$ cat config.mk
export PLATFORM = sky130hd
export DESIGN_NAME = sbo_ctrl
export DESIGN_NICKNAME = d
export VERILOG_FILES = /design/src/rtl/sbo_pkg.sv /design/src/rtl/sbo_ctrl.sv
export SDC_FILE = /design/constraint.sdc
export NUM_CORES = 1
export LEC_CHECK = 0
export BUFFER_PORTS_ARGS = -buffer_cell sky130_fd_sc_hd__buf_2
export CORE_AREA = 2 2 39 41
export DETAILED_ROUTE_END_ITERATION = 10
export DIE_AREA = 0 0 41 43
export PLACE_DENSITY_LB_ADDON = 0.25
export SLEW_MARGIN = 20
export SYNTH_ARGS = -nofsm -noshare
export SYNTH_HDL_FRONTEND = slang
export SYNTH_SLANG_ARGS = --single-unit
$ cat constraint.sdc
create_clock -name clk -period 1.8 [get_ports clk]
set_input_delay 0.09 -clock clk [delete_from_list [all_inputs] [get_ports clk]]
set_output_delay 0.09 -clock clk [all_outputs]
set_load 0.01 [all_outputs]
$ cat src/rtl/sbo_pkg.sv
// ----------------------------------------------------------------------------
// sbo_pkg
// Shared widths, codes and control types of the slab bitmap object allocator.
// ----------------------------------------------------------------------------
package sbo_pkg;

    localparam int ADDR_W      = 32;  // address ports and base register
    localparam int SIZE_W      = 18;  // object size register
    localparam int CNT_W       = 13;  // slot count, in-use count, slot number
    localparam int SPAN_W      = CNT_W + SIZE_W;
    localparam int WORD_BITS   = 64;  // bitmap word
    localparam int WORD_SEL_W  = $clog2(WORD_BITS);
    localparam int REG_IDX_W   = 2;
    localparam int CFG_DATA_W  = 32;

    localparam int DEF_MAX_OBJECTS = 4096;
    localparam int DEF_ADDR_BITS   = 32;

    // register indexes
    localparam logic [REG_IDX_W-1:0] REG_BASE_ADDR   = 2'd0;
    localparam logic [REG_IDX_W-1:0] REG_OBJ_SIZE    = 2'd1;
    localparam logic [REG_IDX_W-1:0] REG_NUM_OBJECTS = 2'd2;

    localparam logic [SIZE_W-1:0] RST_OBJ_SIZE    = 18'd32;
    localparam logic [CNT_W-1:0]  RST_NUM_OBJECTS = 13'd4096;

    // request codes
    localparam logic CMD_ALLOC = 1'b0;
    localparam logic CMD_FREE  = 1'b1;

    // result status codes
    localparam logic [1:0] ST_OK       = 2'd0;
    localparam logic [1:0] ST_FULL     = 2'd1;
    localparam logic [1:0] ST_BADADDR  = 2'd2;
    localparam logic [1:0] ST_NOTALLOC = 2'd3;

    typedef struct packed {
        logic       clr_step;
        logic       load_req;
        logic       scan_init;
        logic       scan_run;
        logic       alloc_wr;
        logic       off_calc;
        logic       div_init;
        logic       div_step;
        logic       free_rd;
        logic       free_wr;
        logic       finish;
        logic       fin_sum;
        logic [1:0] fin_status;
    } ctl_t;

    typedef struct packed {
        logic clr_last;
        logic scan_hit;
        logic scan_miss;
        logic off_bad;
        logic div_last;
        logic rem_nz;
        logic slot_set;
    } sts_t;

    // lowest clear bit of a bitmap word: {found, position}
    function automatic logic [WORD_SEL_W:0] lowest_zero(input logic [WORD_BITS-1:0] w);
        logic [WORD_SEL_W:0] r;
        r = '0;
        for (int i = WORD_BITS - 1; i >= 0; i--) begin
            if (!w[i]) begin
                r = {1'b1, WORD_SEL_W'(i)};
            end
        end
        return r;
    endfunction

endpackage

$ cat src/rtl/sbo_ctrl.sv
// ----------------------------------------------------------------------------
// sbo_ctrl
// Request sequencer: bitmap clear after reset, allocate scan, free checks.
// ----------------------------------------------------------------------------
module sbo_ctrl import sbo_pkg::*;
(
    input  logic clk,
    input  logic rst_n,
    input  logic start,
    input  logic cmd,
    input  sts_t sts,
    output ctl_t ctl,
    output logic busy
);

    localparam logic [3:0] S_CLEAR = 4'd0;
    localparam logic [3:0] S_IDLE  = 4'd1;
    localparam logic [3:0] S_SCAN  = 4'd2;
    localparam logic [3:0] S_AWR   = 4'd3;
    localparam logic [3:0] S_AADD  = 4'd4;
    localparam logic [3:0] S_OFFS  = 4'd5;
    localparam logic [3:0] S_RCHK  = 4'd6;
    localparam logic [3:0] S_DIV   = 4'd7;
    localparam logic [3:0] S_FCHK  = 4'd8;
    localparam logic [3:0] S_FRD   = 4'd9;
    localparam logic [3:0] S_FDONE = 4'd10;

    logic [3:0] state_reg;
    logic [3:0] state_next;

    always_ff @(posedge clk or negedge rst_n)
    begin
        if (!rst_n)
        begin
            state_reg <= S_CLEAR;
        end
        else
        begin
            state_reg <= state_next;
        end
    end

    always_comb
    begin
        ctl        = '0;
        state_next = state_reg;
        case (state_reg)
            S_CLEAR:
            begin
                ctl.clr_step = 1'b1;
                if (sts.clr_last)
                begin
                    state_next = S_IDLE;
                end
            end
            S_IDLE:
            begin
                if (start)
                begin
                    ctl.load_req  = 1'b1;
                    ctl.scan_init = 1'b1;
                    state_next    = (cmd == CMD_FREE) ? S_OFFS : S_SCAN;
                end
            end
            S_SCAN:
            begin
                if (sts.scan_hit)
                begin
                    state_next = S_AWR;
                end
                else if (sts.scan_miss)
                begin
                    ctl.finish     = 1'b1;
                    ctl.fin_status = ST_FULL;
                    state_next     = S_IDLE;
                end
                else
                begin
                    ctl.scan_run = 1'b1;
                end
            end
            S_AWR:
            begin
                ctl.alloc_wr = 1'b1;
                state_next   = S_AADD;
            end
            S_AADD:
            begin
                ctl.finish     = 1'b1;
                ctl.fin_sum    = 1'b1;
                ctl.fin_status = ST_OK;
                state_next     = S_IDLE;
            end
            S_OFFS:
            begin
                ctl.off_calc = 1'b1;
                state_next   = S_RCHK;
            end
            S_RCHK:
            begin
                if (sts.off_bad)
                begin
                    ctl.finish     = 1'b1;
                    ctl.fin_status = ST_BADADDR;
                    state_next     = S_IDLE;
                end
                else
                begin
                    ctl.div_init = 1'b1;
                    state_next   = S_DIV;
                end
            end
            S_DIV:
            begin
                ctl.div_step = 1'b1;
                if (sts.div_last)
                begin
                    state_next = S_FCHK;
                end
            end
            S_FCHK:
            begin
                // off a slot boundary
                if (sts.rem_nz)
                begin
                    ctl.finish     = 1'b1;
                    ctl.fin_status = ST_BADADDR;
                    state_next     = S_IDLE;
                end
                else
                begin
                    ctl.free_rd = 1'b1;
                    state_next  = S_FRD;
                end
            end
            S_FRD:
            begin
                if (sts.slot_set)
                begin
                    ctl.free_wr = 1'b1;
                    state_next  = S_FDONE;
                end
                else
                begin
                    ctl.finish     = 1'b1;
                    ctl.fin_status = ST_NOTALLOC;
                    state_next     = S_IDLE;
                end
            end
            S_FDONE:
            begin
                ctl.finish     = 1'b1;
                ctl.fin_status = ST_OK;
                state_next     = S_IDLE;
            end
            default:
            begin
                state_next = S_IDLE;
            end
        endcase
    end

    assign busy = (state_reg != S_IDLE);

endmodule

Yosys cells after proc, flatten, opt, wreduce, memory -nomap -nowiden
Cells that the tools add are included.
W data, S select, Z words.
{"block": "op_classes", "n_eq_ne": 15, "muxes": 38, "n_reduce_logical": 3}
{"cell": "$pmux W4 S9", "n": 1}
{"cell": "$mux W4", "n": 7}
{"cell": "$mux W1", "n": 21}
{"cell": "$eq A4 B3 Y1 const B", "n": 4}
{"cell": "$eq A4 B4 Y1 const B", "n": 3}
{"cell": "$mux W2", "n": 5}
{"cell": "$eq A4 B2 Y1 const B", "n": 2}
{"cell": "$pmux W2 S4", "n": 1}
{"cell": "$mux W3", "n": 2}
{"cell": "$ne A2 B2 Y1 const B", "n": 3}
{"cell": "$pmux W1 S5", "n": 1}
{"cell": "$eq A4 B1 Y1 const B", "n": 1}
{"cell": "$logic_not A4 Y1", "n": 1}
{"cell": "$ne A4 B1 Y1 const B", "n": 1}
{"cell": "$reduce_and A4 Y1", "n": 1}
{"cell": "$ne A3 B3 Y1 const B", "n": 1}
{"cell": "$reduce_or A2 Y1", "n": 1}
{"block": "totals", "ff_bits": 4, "out_inout_bits": 15, "word_cells": 57, "inputBits": 11}

Longest topological paths before layout
{"block": "logic_depth", "depth_word": 3, "ltp_mapped": 6, "depth_no_buf": 4}

Worst setup path before layout
OpenSTA, ideal clock, no wires.
{"block": "synth_path", "path_type": "register -> register", "from": "register state_reg[2]", "to": "register state_reg[2]", "stages_incl_launch_ff": 5, "synth_period_minus_slack_ns": 1.504, "setup_time_ns": 0.133, "slack_ns": 0.296, "required_ns": 1.667, "arrival_time_ns": 1.372, "n_path_buf": 0, "path_cell_list": "dfrtp_1 or4b_4 o32ai_2 nand4b_1 a221oi_1"}
{"block": "synth_between", "elab_chain_len": 3, "word_cells_on_any_way": 15, "classes_between": "eq/ne (12); mux (1); reduce/logical (2)"}
{"item": "from (decl)", "line": "sbo_ctrl.sv:28", "source": "logic [3:0] state_reg;"}
{"item": "from (signal assigned)", "line": "sbo_ctrl.sv:39", "source": "state_reg <= state_next;"}
{"item": "$eq A4 B2 Y1, or another cell as far along", "line": "sbo_ctrl.sv:47", "source": "case (state_reg)"}
{"item": "$ne A3 B3 Y1 (no line) or $ne A2 B2 Y1 (tied branches)"}
{"item": "$reduce_and A4 Y1 (no line)"}
Parallel ways exist; a longest one is shown, timed or not.
A chain may end at the register's enable or synchronous reset.

==> run metrics <==
area of the multi-input gates 378 sq um; sequential fraction of the synthesis area 19.3%; row count 14; overall power 0.830 mW; WS Path Type flop to output pin; Util after Layout 51.2%; Global Route Usage Sum 19.0%; clock buffer count from CTS 3; Crit Path Max Fanout 14; Hold Violations, Final 0; Clock transition at path regs 30 ps; via density per instance 5.70; final hold slack 190 ps; post-route ant nets 0; setup TNS 0 ps; max-cap viol count 0; Mapped Cells 73; core area 0.00138 sq mm; WP data required 1710 ps; largest net degree at the start of global routing 16; Slew Viols, Final 0; Net Count, Synth 84; CTS Buffer Depth 2; startpoint type of the worst setup path flop; antenna violations before repair 0; RSZ-0062 raised after global routing no; Clock Latency Late Sink 230 ps; synthesized flop and latch total 4; Post-Syn Area 519 sq um; R2R depth 4; Final GP Congestion 0.839; routed len/inst 12.1 microns; HPWL after detailed placement 1120 microns; Vias 661; asr flop ratio synth 100%; max_slew headroom 77.4%; vias in the first global route 578; combinational power share 70.7%; Clock Root Buffer clkbuf_4; drt first pass iters 4; Synth top area share 19.3%; I/O pins 26; Pint 0.441 mW; Iter 0 DRT Violations 13; distinct cell type count after synthesis 34; clock share of power 12.7%; Max IR drop VDD 0.696 mV; Post-synth EDFFs 0; H-tree depth 1; synth cell count leaders a21oi_1, nor2_1, o21ai_0; Synth area leader dfrtp_1; DRC Markers 0; Setup crit end kind output pin; top_reg_cell synth dfrtp_1; Initial Util 37.5%; Die Ht 43 microns; Clock Sinks 4; Reg area 100 sq um; first-pass GRT wire length 2310 microns; Area Overhead vs Synth 36.4%; Remaining Overflow, GRT 0; fillers 133; ratio of cells with drive above 1 in the final layout 38.0%; Pleak 0.345 nW; syn_area_per_cell 7.11 sq um; synth warn 0; Clock Skew 0.111 ps; achievable clock frequency 600 MHz; Power per Cell Area 1170 mW/mm^2; CTS tree built; layout net count 113; outcome complete, no violations; Synth area leaders dfrtp_1, a21oi_1, nand2b_1, o21ai_0, buf_2; die area 0.00176 sq mm; Flop pwr share 16.5%; max FFs per register 4; routed wire length 1410 microns; diodes inserted 0; total net switching power 0.389 mW; Tmin final 1670 ps; top-count cell post-synth a21oi_1; fin crit share 92.6%; final setup fails 0; Hold Path Class input port to asynchronous set/reset pin; sw frac 46.9%; I/O Buffers 25; Die W 41 microns; CP Data Arrival Time 1580 ps; Least-Margin Pin Slew 338 ps
## kinds of logic after synthesis
family	share of synthesized area (%)
and+or+nand+nor	40.7
DFF	19.3
AOI/OAI and AO/OA	30.4
buffers and inverters	9.64
## path summary, 6_finish.rpt
path	start	to	slack (ps)
worst max-delay path	state_reg[1]	ctl[0]	130
worst min-delay path	rst_n	state_reg[1]	190
worst max register to register	state_reg[0]	state_reg[2]	220
worst min register to register	state_reg[3]	state_reg[2]	730
max in group asynchronous	rst_n	state_reg[0]	1500
min in group clk	sts[3]	state_reg[1]	240
## layout make-up
class                           count  area share, %
Clock buffer                        3           3.18
Inverter                            4           2.12
Multi-Input combinational cell     58           53.4
Sequential cell                     4           14.1
Tap cell                           16           2.83
Timing Repair Buffer               31           24.4
## metal layers
metal  global-route usage (%)  up-vias  wire, microns
met1                     24.2      307            588
met5                        0        -              0
li1                         -      333              -
met4                     10.0        0             23
met2                     29.1       17            747
met3                     3.14        4             50
## layout by cell type (no fill, tap or decap), types with 2 or more instances in the layout
| cell type | instances |
|---|---|
| a211oi_1 | 2 |
| a21oi_1 | 6 |
| and3_1 | 2 |
| buf_2 | 25 |
| buf_4 | 5 |
| clkbuf_4 | 3 |
| dfrtp_1 | 4 |
| inv_1 | 4 |
| nand2_1 | 4 |
| nand2b_1 | 3 |
| nand3_1 | 2 |
| nand4b_1 | 2 |
| nor2_1 | 5 |
| nor2b_1 | 2 |
| nor3_1 | 4 |
| o21ai_0 | 5 |
| or3_1 | 2 |
## worst max-delay path: stages, from the launching register on
cell      delay (ps)
dfrtp_1          380
buf_4            190
nand2b_1         200
or3_1            350
o21ai_0           80
buf_2            150
## stage by stage
stage | area (sq um) | cells | setup slack [ps]
floorplan | 519 | 73 | 296
global placement | 667 | 112 | 263
CTS | 699 | 116 | 97.3
detailed placement | 667 | 112 | 224
finish | 708 | 116 | 133
global route | 708 | 116 | 9.13
## power by group through the flow
stage | sequential, mW | clock, mW | combinational (mW)
floorplan | 0.140 | 0 | 0.403
global placement | 0.137 | 0 | 0.576
detailed placement | 0.139 | 0 | 0.570
CTS | 0.138 | 0.113 | 0.574
global route | 0.142 | 0.121 | 0.660
finish | 0.137 | 0.106 | 0.587
## repair_timing
item / 4_1_cts / 5_1_grt
setup endpoints to repair: 0 / 2
gates resized for setup: 0 / 2
hold buffers: 1 / 0
buffers inserted: 0 / 0
endpoints found under the hold margin: 4 / 0
Power figures use the tool's default switching activity.
